[src/rtl/hsv_pkg.sv]
// HSV to RGB converter package: field widths, hue sector codes and the
// divide-by-(255*65536) helper. No dependencies.
`timescale 1ns / 1ps

package hsv_pkg;

  localparam int HUE_W  = 16;                  // hue, fraction of a turn
  localparam int CHAN_W = 8;                   // S, V, alpha and RGB
  localparam int FRAC_W = 16;                  // fraction within a sector
  localparam int SECT_W = 3;                   // sector number 0..5
  localparam int H6_W   = HUE_W + SECT_W;      // hue * 6
  localparam int PROD_W = CHAN_W + FRAC_W;     // S * fraction, below 255 * 2^16
  localparam int NUM_W  = CHAN_W + PROD_W;     // V * (den - S * fraction)

  // 255 * 65536, the common denominator of p, q and t
  localparam logic [PROD_W-1:0] DEN = PROD_W'(255 * 65536);
  localparam logic [CHAN_W-1:0] CHAN_MAX = CHAN_W'(255);

  // Hue sectors, one per sixth of a turn
  typedef enum logic [SECT_W-1:0] {
    SEC_R_Y = 3'd0,
    SEC_Y_G = 3'd1,
    SEC_G_C = 3'd2,
    SEC_C_B = 3'd3,
    SEC_B_M = 3'd4,
    SEC_M_R = 3'd5
  } sector_t;

  // floor(num / (255 * 65536)); the top 16 bits are divided by 255 through
  // an estimate that is low by at most one, then one compare and correct.
  function automatic logic [CHAN_W-1:0] div_den(input logic [NUM_W-1:0] num);
    logic [15:0] x;
    logic [15:0] est;
    logic [7:0]  q0;
    logic [15:0] rem;
    x   = num[NUM_W-1:NUM_W-16];
    est = x + {8'h00, x[15:8]};
    q0  = est[15:8];
    rem = x - ({q0, 8'h00} - {8'h00, q0});
    if (rem >= {8'h00, CHAN_MAX}) begin
      div_den = q0 + 8'd1;
    end else begin
      div_den = q0;
    end
  endfunction

endpackage

[src/rtl/hsv_if.sv]
// Valid/ready channel interfaces for the HSV to RGB converter: HSV request
// in, RGB result out. Depends on hsv_pkg.
`timescale 1ns / 1ps

interface hsv_in_if import hsv_pkg::*; ();
  logic              valid;
  logic              ready;
  logic [HUE_W-1:0]  hue;
  logic [CHAN_W-1:0] saturation;
  logic [CHAN_W-1:0] brightness;
  logic [CHAN_W-1:0] opacity;

  modport source (output valid, hue, saturation, brightness, opacity, input ready);
  modport sink   (input valid, hue, saturation, brightness, opacity, output ready);
endinterface

interface hsv_out_if import hsv_pkg::*; ();
  logic              valid;
  logic              ready;
  logic [CHAN_W-1:0] red;
  logic [CHAN_W-1:0] green;
  logic [CHAN_W-1:0] blue;
  logic [CHAN_W-1:0] alpha_out;

  modport source (output valid, red, green, blue, alpha_out, input ready);
  modport sink   (input valid, red, green, blue, alpha_out, output ready);
endinterface

[src/rtl/hsv_to_rgb_converter_top.sv]
// HSV to RGB converter top level: four-stage pipeline with per-stage valid
// bits. Depends on hsv_pkg and the channel interfaces in hsv_if.sv.
`timescale 1ns / 1ps

// Converts one HSV colour (16-bit hue as a fraction of a turn, 8-bit
// saturation and value as fractions of 255) plus alpha into 8-bit RGB and
// alpha, truncating. It takes one request per clock while the pipeline has
// room and presents each result through four register stages: hue split,
// S times fraction, V times the remainder, then the divide by 255*65536 and
// channel selection. Each stage
// holds its item only while the stage after it is full and stalled, so the
// input keeps taking requests as long as there is a free slot anywhere in the
// pipeline. Alpha travels alongside unchanged. There is no state beyond the
// pipeline and no configuration.
module hsv_to_rgb_converter_top
  import hsv_pkg::*;
(
  input  logic      clk,
  input  logic      rst_n,
  hsv_in_if.sink    in_ch,
  hsv_out_if.source out_ch
);

  // ---------------- stage valid bits and readies ----------------
  logic v1_r, v2_r, v3_r, v4_r;
  logic v1_nxt, v2_nxt, v3_nxt, v4_nxt;
  logic rdy1, rdy2, rdy3, rdy4;

  assign rdy4 = !v4_r || out_ch.ready;
  assign rdy3 = !v3_r || rdy4;
  assign rdy2 = !v2_r || rdy3;
  assign rdy1 = !v1_r || rdy2;
  assign in_ch.ready = rdy1;

  assign v1_nxt = rdy1 ? in_ch.valid : v1_r;
  assign v2_nxt = rdy2 ? v1_r : v2_r;
  assign v3_nxt = rdy3 ? v2_r : v3_r;
  assign v4_nxt = rdy4 ? v3_r : v4_r;

  always_ff @(posedge clk) begin
    if (!rst_n) begin
      v1_r <= 1'b0;
      v2_r <= 1'b0;
      v3_r <= 1'b0;
      v4_r <= 1'b0;
    end else begin
      v1_r <= v1_nxt;
      v2_r <= v2_nxt;
      v3_r <= v3_nxt;
      v4_r <= v4_nxt;
    end
  end

  // ---------------- stage 1: hue * 6, split into sector and fraction ----------------
  logic [H6_W-1:0]   h6;
  logic [SECT_W-1:0] sec1_r;
  logic [FRAC_W-1:0] frac1_r;
  logic [CHAN_W-1:0] s1_r, val1_r, a1_r;

  assign h6 = {1'b0, in_ch.hue, 2'b00} + {2'b00, in_ch.hue, 1'b0};

  always_ff @(posedge clk) begin
    if (rdy1 && in_ch.valid) begin
      sec1_r  <= h6[H6_W-1:FRAC_W];
      frac1_r <= h6[FRAC_W-1:0];
      s1_r    <= in_ch.saturation;
      val1_r  <= in_ch.brightness;
      a1_r    <= in_ch.opacity;
    end
  end

  // ---------------- stage 2: S * F and S * (1 - F) ----------------
  logic [PROD_W-1:0] sf_q, sf_t;
  logic [PROD_W-1:0] sfq2_r, sft2_r;
  logic [SECT_W-1:0] sec2_r;
  logic [CHAN_W-1:0] s2_r, val2_r, a2_r;

  assign sf_q = {{FRAC_W{1'b0}}, s1_r} * {{CHAN_W{1'b0}}, frac1_r};
  assign sf_t = {s1_r, {FRAC_W{1'b0}}} - sf_q;

  always_ff @(posedge clk) begin
    if (rdy2 && v1_r) begin
      sfq2_r <= sf_q;
      sft2_r <= sf_t;
      sec2_r <= sec1_r;
      s2_r   <= s1_r;
      val2_r <= val1_r;
      a2_r   <= a1_r;
    end
  end

  // ---------------- stage 3: V times (den - S), (den - S * F) and (den - S * (1 - F)) ----------------
  logic [PROD_W-1:0] m_p, m_q, m_t;
  logic [NUM_W-1:0]  val2_w;
  logic [NUM_W-1:0]  nump3_r, numq3_r, numt3_r;
  logic [SECT_W-1:0] sec3_r;
  logic [CHAN_W-1:0] val3_r, a3_r;

  assign m_p = {CHAN_MAX - s2_r, {FRAC_W{1'b0}}};
  assign m_q = DEN - sfq2_r;
  assign m_t = DEN - sft2_r;
  assign val2_w = {{PROD_W{1'b0}}, val2_r};

  always_ff @(posedge clk) begin
    if (rdy3 && v2_r) begin
      nump3_r <= val2_w * {{CHAN_W{1'b0}}, m_p};
      numq3_r <= val2_w * {{CHAN_W{1'b0}}, m_q};
      numt3_r <= val2_w * {{CHAN_W{1'b0}}, m_t};
      sec3_r  <= sec2_r;
      val3_r  <= val2_r;
      a3_r    <= a2_r;
    end
  end

  // ---------------- stage 4: divide and pick channel order ----------------
  logic [CHAN_W-1:0] p_c, q_c, t_c;
  logic [CHAN_W-1:0] r_c, g_c, b_c;
  logic [CHAN_W-1:0] red_r, green_r, blue_r, alpha_r;

  assign p_c = div_den(nump3_r);
  assign q_c = div_den(numq3_r);
  assign t_c = div_den(numt3_r);

  always_comb begin
    case (sector_t'(sec3_r))
      SEC_R_Y: begin r_c = val3_r; g_c = t_c;    b_c = p_c;    end
      SEC_Y_G: begin r_c = q_c;    g_c = val3_r; b_c = p_c;    end
      SEC_G_C: begin r_c = p_c;    g_c = val3_r; b_c = t_c;    end
      SEC_C_B: begin r_c = p_c;    g_c = q_c;    b_c = val3_r; end
      SEC_B_M: begin r_c = t_c;    g_c = p_c;    b_c = val3_r; end
      default: begin r_c = val3_r; g_c = p_c;    b_c = q_c;    end
    endcase
  end

  always_ff @(posedge clk) begin
    if (rdy4 && v3_r) begin
      red_r   <= r_c;
      green_r <= g_c;
      blue_r  <= b_c;
      alpha_r <= a3_r;
    end
  end

  assign out_ch.valid     = v4_r;
  assign out_ch.red       = red_r;
  assign out_ch.green     = green_r;
  assign out_ch.blue      = blue_r;
  assign out_ch.alpha_out = alpha_r;

  // ---------------- assertions ----------------
  // hue * 6 never reaches sector six or seven
  a_sector_range: assert property (@(posedge clk) disable iff (!rst_n)
    v1_r |-> (sec1_r <= SECT_W'(5)))
    else $error("hue split gave a sector above five");

  // q and t never fall below p, as the fraction is below one
  a_pqt_order: assert property (@(posedge clk) disable iff (!rst_n)
    v3_r |-> (numq3_r >= nump3_r) && (numt3_r >= nump3_r))
    else $error("q or t product below p product");

  // a stalled middle stage keeps its item
  a_stage2_hold: assert property (@(posedge clk) disable iff (!rst_n)
    (v2_r && !rdy3) |=> v2_r && $stable(sec2_r) && $stable(a2_r))
    else $error("stage 2 lost or changed a stalled request");

  // a stalled divide stage keeps its products
  a_stage3_hold: assert property (@(posedge clk) disable iff (!rst_n)
    (v3_r && !rdy4) |=> v3_r && $stable(numq3_r) && $stable(numt3_r))
    else $error("stage 3 lost or changed a stalled request");

  // with zero saturation all three products reduce to V
  a_grey: assert property (@(posedge clk) disable iff (!rst_n)
    (v2_r && rdy3 && (s2_r == '0)) |=> (p_c == val3_r) && (q_c == val3_r))
    else $error("zero saturation did not give a grey result");

endmodule
[src/flat_wrapper.sv]
// flat-port wrapper written by rule: the top's interface ports become plain ports
module hsv_to_rgb_converter_top_flat import hsv_pkg::*;
  (clk, rst_n, in_ch_valid, in_ch_hue, in_ch_saturation, in_ch_brightness, in_ch_opacity, in_ch_ready, out_ch_valid, out_ch_red, out_ch_green, out_ch_blue, out_ch_alpha_out, out_ch_ready);
  hsv_in_if in_ch_i ();
  hsv_out_if out_ch_i ();
  input  logic clk;
  input  logic rst_n;
  input wire logic [$bits(in_ch_i.valid)-1:0] in_ch_valid;
  input wire logic [$bits(in_ch_i.hue)-1:0] in_ch_hue;
  input wire logic [$bits(in_ch_i.saturation)-1:0] in_ch_saturation;
  input wire logic [$bits(in_ch_i.brightness)-1:0] in_ch_brightness;
  input wire logic [$bits(in_ch_i.opacity)-1:0] in_ch_opacity;
  output wire logic [$bits(in_ch_i.ready)-1:0] in_ch_ready;
  output wire logic [$bits(out_ch_i.valid)-1:0] out_ch_valid;
  output wire logic [$bits(out_ch_i.red)-1:0] out_ch_red;
  output wire logic [$bits(out_ch_i.green)-1:0] out_ch_green;
  output wire logic [$bits(out_ch_i.blue)-1:0] out_ch_blue;
  output wire logic [$bits(out_ch_i.alpha_out)-1:0] out_ch_alpha_out;
  input wire logic [$bits(out_ch_i.ready)-1:0] out_ch_ready;
  assign in_ch_i.valid = in_ch_valid;
  assign in_ch_i.hue = in_ch_hue;
  assign in_ch_i.saturation = in_ch_saturation;
  assign in_ch_i.brightness = in_ch_brightness;
  assign in_ch_i.opacity = in_ch_opacity;
  assign in_ch_ready = in_ch_i.ready;
  assign out_ch_valid = out_ch_i.valid;
  assign out_ch_red = out_ch_i.red;
  assign out_ch_green = out_ch_i.green;
  assign out_ch_blue = out_ch_i.blue;
  assign out_ch_alpha_out = out_ch_i.alpha_out;
  assign out_ch_i.ready = out_ch_ready;
  hsv_to_rgb_converter_top u_core (.clk(clk), .rst_n(rst_n), .in_ch(in_ch_i), .out_ch(out_ch_i));
endmodule
[config.mk]
export PLATFORM = sky130hd
export DESIGN_NAME = hsv_to_rgb_converter_top_flat
export DESIGN_NICKNAME = d
export VERILOG_FILES = /design/src/rtl/hsv_pkg.sv /design/src/rtl/hsv_if.sv /design/src/rtl/hsv_to_rgb_converter_top.sv /design/src/flat_wrapper.sv
export SDC_FILE = /design/constraint.sdc
export NUM_CORES = 2
export LEC_CHECK = 0
export CELL_PAD_IN_SITES_DETAIL_PLACEMENT = 2
export CELL_PAD_IN_SITES_GLOBAL_PLACEMENT = 2
export CORE_ASPECT_RATIO = 0.7
export CORE_MARGIN = 2
export CORE_UTILIZATION = 44
export DETAILED_ROUTE_END_ITERATION = 12
export DONT_BUFFER_PORTS = 1
export PLACE_DENSITY = 0.95
export SLEW_MARGIN = 30
export SYNTH_ARGS = -nofsm -noshare
export SYNTH_HDL_FRONTEND = slang
export SYNTH_SLANG_ARGS = --single-unit
[constraint.sdc]
create_clock -name clk -period 9.77 [get_ports clk]
set_input_delay 1.954 -clock clk [delete_from_list [all_inputs] [get_ports clk]]
set_output_delay 1.954 -clock clk [all_outputs]
set_load 0.01 [all_outputs]
==> results.sh <==
export IMPL_number_of_antenna_violations_at_the_first_check_in_global_routing=19
export IMPL_crit_reg2reg_capture="u_core.numt3_r[30]"
export IMPL_rr_startpoint="u_core.sft2_r[5]"
export IMPL_worstSetupPathType="flip-flop to flip-flop"
export IMPL_cts_htree_levels=1
export IMPL_syn_inst=3131
export IMPL_ant_nets=0
export IMPL_max_clock_path_buffers=3
export IMPL_ff_to_ff_setup_slack_ns=0.65
export IMPL_seqCellArea_sq_um=6476
export IMPL_routed_top_layer="met5"
export IMPL_wl_met1_um=49060
export IMPL_tritoncts_num_buffers=28
export IMPL_layout_commonest_cell="sky130_fd_sc_hd__inv_1"
export IMPL_post_cts_resize_count=0
export IMPL_outcome="finished clean"
export IMPL_layout_cells_sized_above_1=0.03643
export IMPL_worstHoldPathType="flip-flop to flip-flop"
export IMPL_crit_path_max_incr_delay_ns=0.75
export IMPL_post_dp_hpwl_um=98730
export IMPL_post_synth_top_area_fraction=0.2434
export IMPL_worst_slew_pin_transition_ns=1.040
export IMPL_first_global_vias=30640
export IMPL_drt_via_density=6.636
export IMPL_met3_wirelength_um=15920
export IMPL_floorplan_initialDensity=0.4429
export IMPL_layout_worst_path_cycle_share=0.9330
export IMPL_synth_warnings=0
export IMPL_die_w_um=316.2
export IMPL_final_cell_mix="sky130_fd_sc_hd__inv_1, sky130_fd_sc_hd__fa_1, sky130_fd_sc_hd__ha_1, sky130_fd_sc_hd__and2_1, sky130_fd_sc_hd__nand2_1"
export IMPL_min_delay_worst_endpoint="u_core.sec2_r[2]"
export IMPL_cp_start_kind="flip-flop"
export IMPL_drv_cap=0
export IMPL_fp_dieH_um=222.5
export IMPL_cts_hold_buf=0
export IMPL_fin_worst_skew_ns=0.02161
export IMPL_critical_path_top_cell_by_count="sky130_fd_sc_hd__fa_1"
export IMPL_totalWireLength_um=152600
export IMPL_report_final_hold_viol_count=0
export IMPL_grt_overflow=0
export IMPL_postCtsSetupBuffers=0
export IMPL_cts_tree="done"
export IMPL_io_buffer_count=0
export IMPL_post_route_min_period_ns=9.115
export IMPL_nFillCells=7061
export IMPL_clock_root_buffer="sky130_fd_sc_hd__clkbuf_16"
export IMPL_hold_path_startpoint="u_core.sec1_r[2]"
export IMPL_area_grow_syn2layout_pct=7.095
export IMPL_postSynth_topFlopCell="sky130_fd_sc_hd__edfxtp_1"
export IMPL_syn_mean_instance_area_sq_um=9.586
export IMPL_crit_chain="or4_1 -> nor2_1 -> nand3_1 -> nor2_1 -> nor2b_1 -> xnor2_1 -> and2_1 -> fa_1 -> inv_1 -> fa_1 -> fa_1 -> inv_1 -> fa_1 -> ha_1 -> o21a_1 -> o21ai_0 -> nand2b_1 -> o211ai_1 -> a21oi_1 -> o31a_1 -> nor2_1 -> xnor2_1"
export IMPL_hold_depth=0
export IMPL_worst_ep_arrival_time_ns=9.47
export IMPL_crit_fanout=8
export IMPL_syn_nets=3851
export IMPL_num_io_pins=78
export IMPL_global_route_wire_length_before_repair_um=218000
export IMPL_floorplan_die_area_sq_um=70350
export IMPL_synthesis_area_sq_um=30020
export IMPL_worst_skew_pair_late_latency_ns=0.64
export IMPL_multi_input_comb_area_sq_um=21300
export IMPL_worst_r2r_path_depth=22
export IMPL_row_count=80
export IMPL_synth_seq_area_share=0.2158
export IMPL_cpLargestDelayFamily="simple AND/OR/NAND/NOR gates"
export IMPL_wl_per_cell_um=37.75
export IMPL_slew_violations=0
export IMPL_total_neg_setup_slack_ns=0
export IMPL_number_of_sinks_driven_by_the_clock_tree=217
export IMPL_critical_path_n_buffers_inverters=2
export IMPL_timing_fmax_mhz=109.7
export IMPL_cell_taking_the_most_area_after_synthesis="sky130_fd_sc_hd__fa_1"
export IMPL_drtIter0Drc=2441
export IMPL_finalWeightedCongestion=0.8866
export IMPL_design_final_nets=3827
export IMPL_synth_top_cells_by_area="sky130_fd_sc_hd__fa_1, sky130_fd_sc_hd__edfxtp_1, sky130_fd_sc_hd__ha_1, sky130_fd_sc_hd__inv_1, sky130_fd_sc_hd__and2_1"
export IMPL_grt_total_usage=0.4301
export IMPL_synth_edf_count=213
export IMPL_synth_ff_latch_count=217
export IMPL_setup_repair_after_global_routing_missed_its_margin="no"
export IMPL_path_clk_slew_ns=0.07
export IMPL_number_of_vias_after_detailed_routing=26830
export IMPL_drc=0
export IMPL_cp_end_kind="flip-flop"
export IMPL_ys_types=94
export IMPL_firstDrtPassIters=5
export IMPL_critical_path_slowest_cell="sky130_fd_sc_hd__and2_1"
export IMPL_design_core_area_sq_um=67770
export IMPL_setup_viol=0
export IMPL_maximum_number_of_pins_on_one_net_before_global_route_repair=60
export IMPL_startpoint="u_core.sft2_r[5]"
export IMPL_timing_slew_headroom=0.3015
export IMPL_async_flop_share=0
export IMPL_met2_length_um=71210
export IMPL_cp_required_ns=10.13
## flip-flops by register name, summed over array words and instances, names as in the netlist, 3 cells and up
name	cells
u_core.a3_r	8
u_core.s2_r	8
u_core.out_ch.green	8
u_core.numt3_r	16
u_core.val1_r	8
u_core.frac1_r	15
u_core.sft2_r	23
u_core.val3_r	8
u_core.s1_r	8
u_core.nump3_r	16
u_core.out_ch.red	8
u_core.out_ch.alpha_out	8
u_core.sec3_r	3
u_core.sec1_r	3
u_core.val2_r	8
u_core.sec2_r	3
u_core.a2_r	8
u_core.sfq2_r	22
u_core.out_ch.blue	8
u_core.numq3_r	16
u_core.a1_r	8
## metrics by stage
step                      utilization  cell area, sq um  hold slack [ns]  cells  worst slack (ns)
final                          0.4744             32140           0.4082   4043            0.6548
after detailed placement       0.4579             31030           0.4070   3977             1.574
after floorplan                     -             30020           0.4003   3131             1.674
after CTS                      0.4724             32010           0.4146   4029             1.139
after global placement         0.4579             31030           0.4003   3977             2.578
after global routing           0.4740             32120           0.4226   4033            0.5419
## worst reg2reg max path: stages, from the launching register on
cell	delay (ns)
sky130_fd_sc_hd__edfxtp_1	0.52
sky130_fd_sc_hd__or4_1	0.62
sky130_fd_sc_hd__nor2_1	0.34
sky130_fd_sc_hd__nand3_1	0.26
sky130_fd_sc_hd__nor2_1	0.38
sky130_fd_sc_hd__nor2b_1	0.12
sky130_fd_sc_hd__xnor2_1	0.73
sky130_fd_sc_hd__and2_1	0.75
sky130_fd_sc_hd__fa_1	0.71
sky130_fd_sc_hd__inv_1	0.44
sky130_fd_sc_hd__fa_1	0.70
sky130_fd_sc_hd__fa_1	0.64
sky130_fd_sc_hd__inv_1	0.10
sky130_fd_sc_hd__fa_1	0.48
sky130_fd_sc_hd__ha_1	0.35
sky130_fd_sc_hd__o21a_1	0.21
sky130_fd_sc_hd__o21ai_0	0.17
sky130_fd_sc_hd__nand2b_1	0.11
sky130_fd_sc_hd__o211ai_1	0.19
sky130_fd_sc_hd__a21oi_1	0.23
sky130_fd_sc_hd__o31a_1	0.38
sky130_fd_sc_hd__nor2_1	0.26
sky130_fd_sc_hd__xnor2_1	0.16
## worst max-delay path by stage
stage	slack, ns	cells past startpoint	to
finish	0.65	22	u_core.numt3_r[30]
global route	0.54	24	u_core.numq3_r[30]
CTS	1.14	23	u_core.numq3_r[30]
detailed placement	1.57	27	u_core.sft2_r[23]
global placement	2.58	25	u_core.sft2_r[23]
floorplan	1.67	3	u_core.a2_r[0]
## cell usage after synthesis (all sizes together) (10+ instances only)
master   count
edfxtp     213
fa         365
a21o        41
mux2i       10
and2       295
a21boi      16
o211ai      16
nor2b       59
or3         13
o21ai       70
a31oi       19
nand3       43
a2111oi     12
nor2       116
a21oi       85
ha         311
inv        545
o21a        21
xnor2      145
xor2        46
nand2b      50
nor3        50
nor4        17
clkbuf      67
and3        27
a211oi      22
or2         11
nand4       14
o21bai      11
nand2      278
## per-layer routing
metal | GRT usage | vias to the layer above
li1 | - | 10230
met1 | 0.4391 | 13560
met5 | 0 | -
met2 | 0.7016 | 2017
met3 | 0.1584 | 1010
met4 | 0.3597 | 16
## kinds of logic (layout without fill, tap and decap cells)
group / Yosys count / in the layout / share of synthesized area
xor+xnor: 191 / 191 / 0.05648
flops: 217 / 217 / 0.2158
mux: 13 / 13 / 0.004460
compound gates: 403 / 403 / 0.09479
buf+inv: 618 / 616 / 0.07766
fa+ha+maj: 681 / 681 / 0.3748
simple gates: 1008 / 1008 / 0.1760
other cells: 0 / 12 / 0
## cell type report
cell class	instances	share of cell area
clock inverter	23	0.008719
clock buffer	29	0.02191
antenna	12	0.0009342
multi-input combinational	2296	0.6625
tap	902	0.03511
timing repair buffer	19	0.005683
sequential	217	0.2015
inverter	545	0.06364
Power is left out: the tool's default activity adds up to more than one toggle a clock period on the data nets, which glitch-free logic cannot reach.
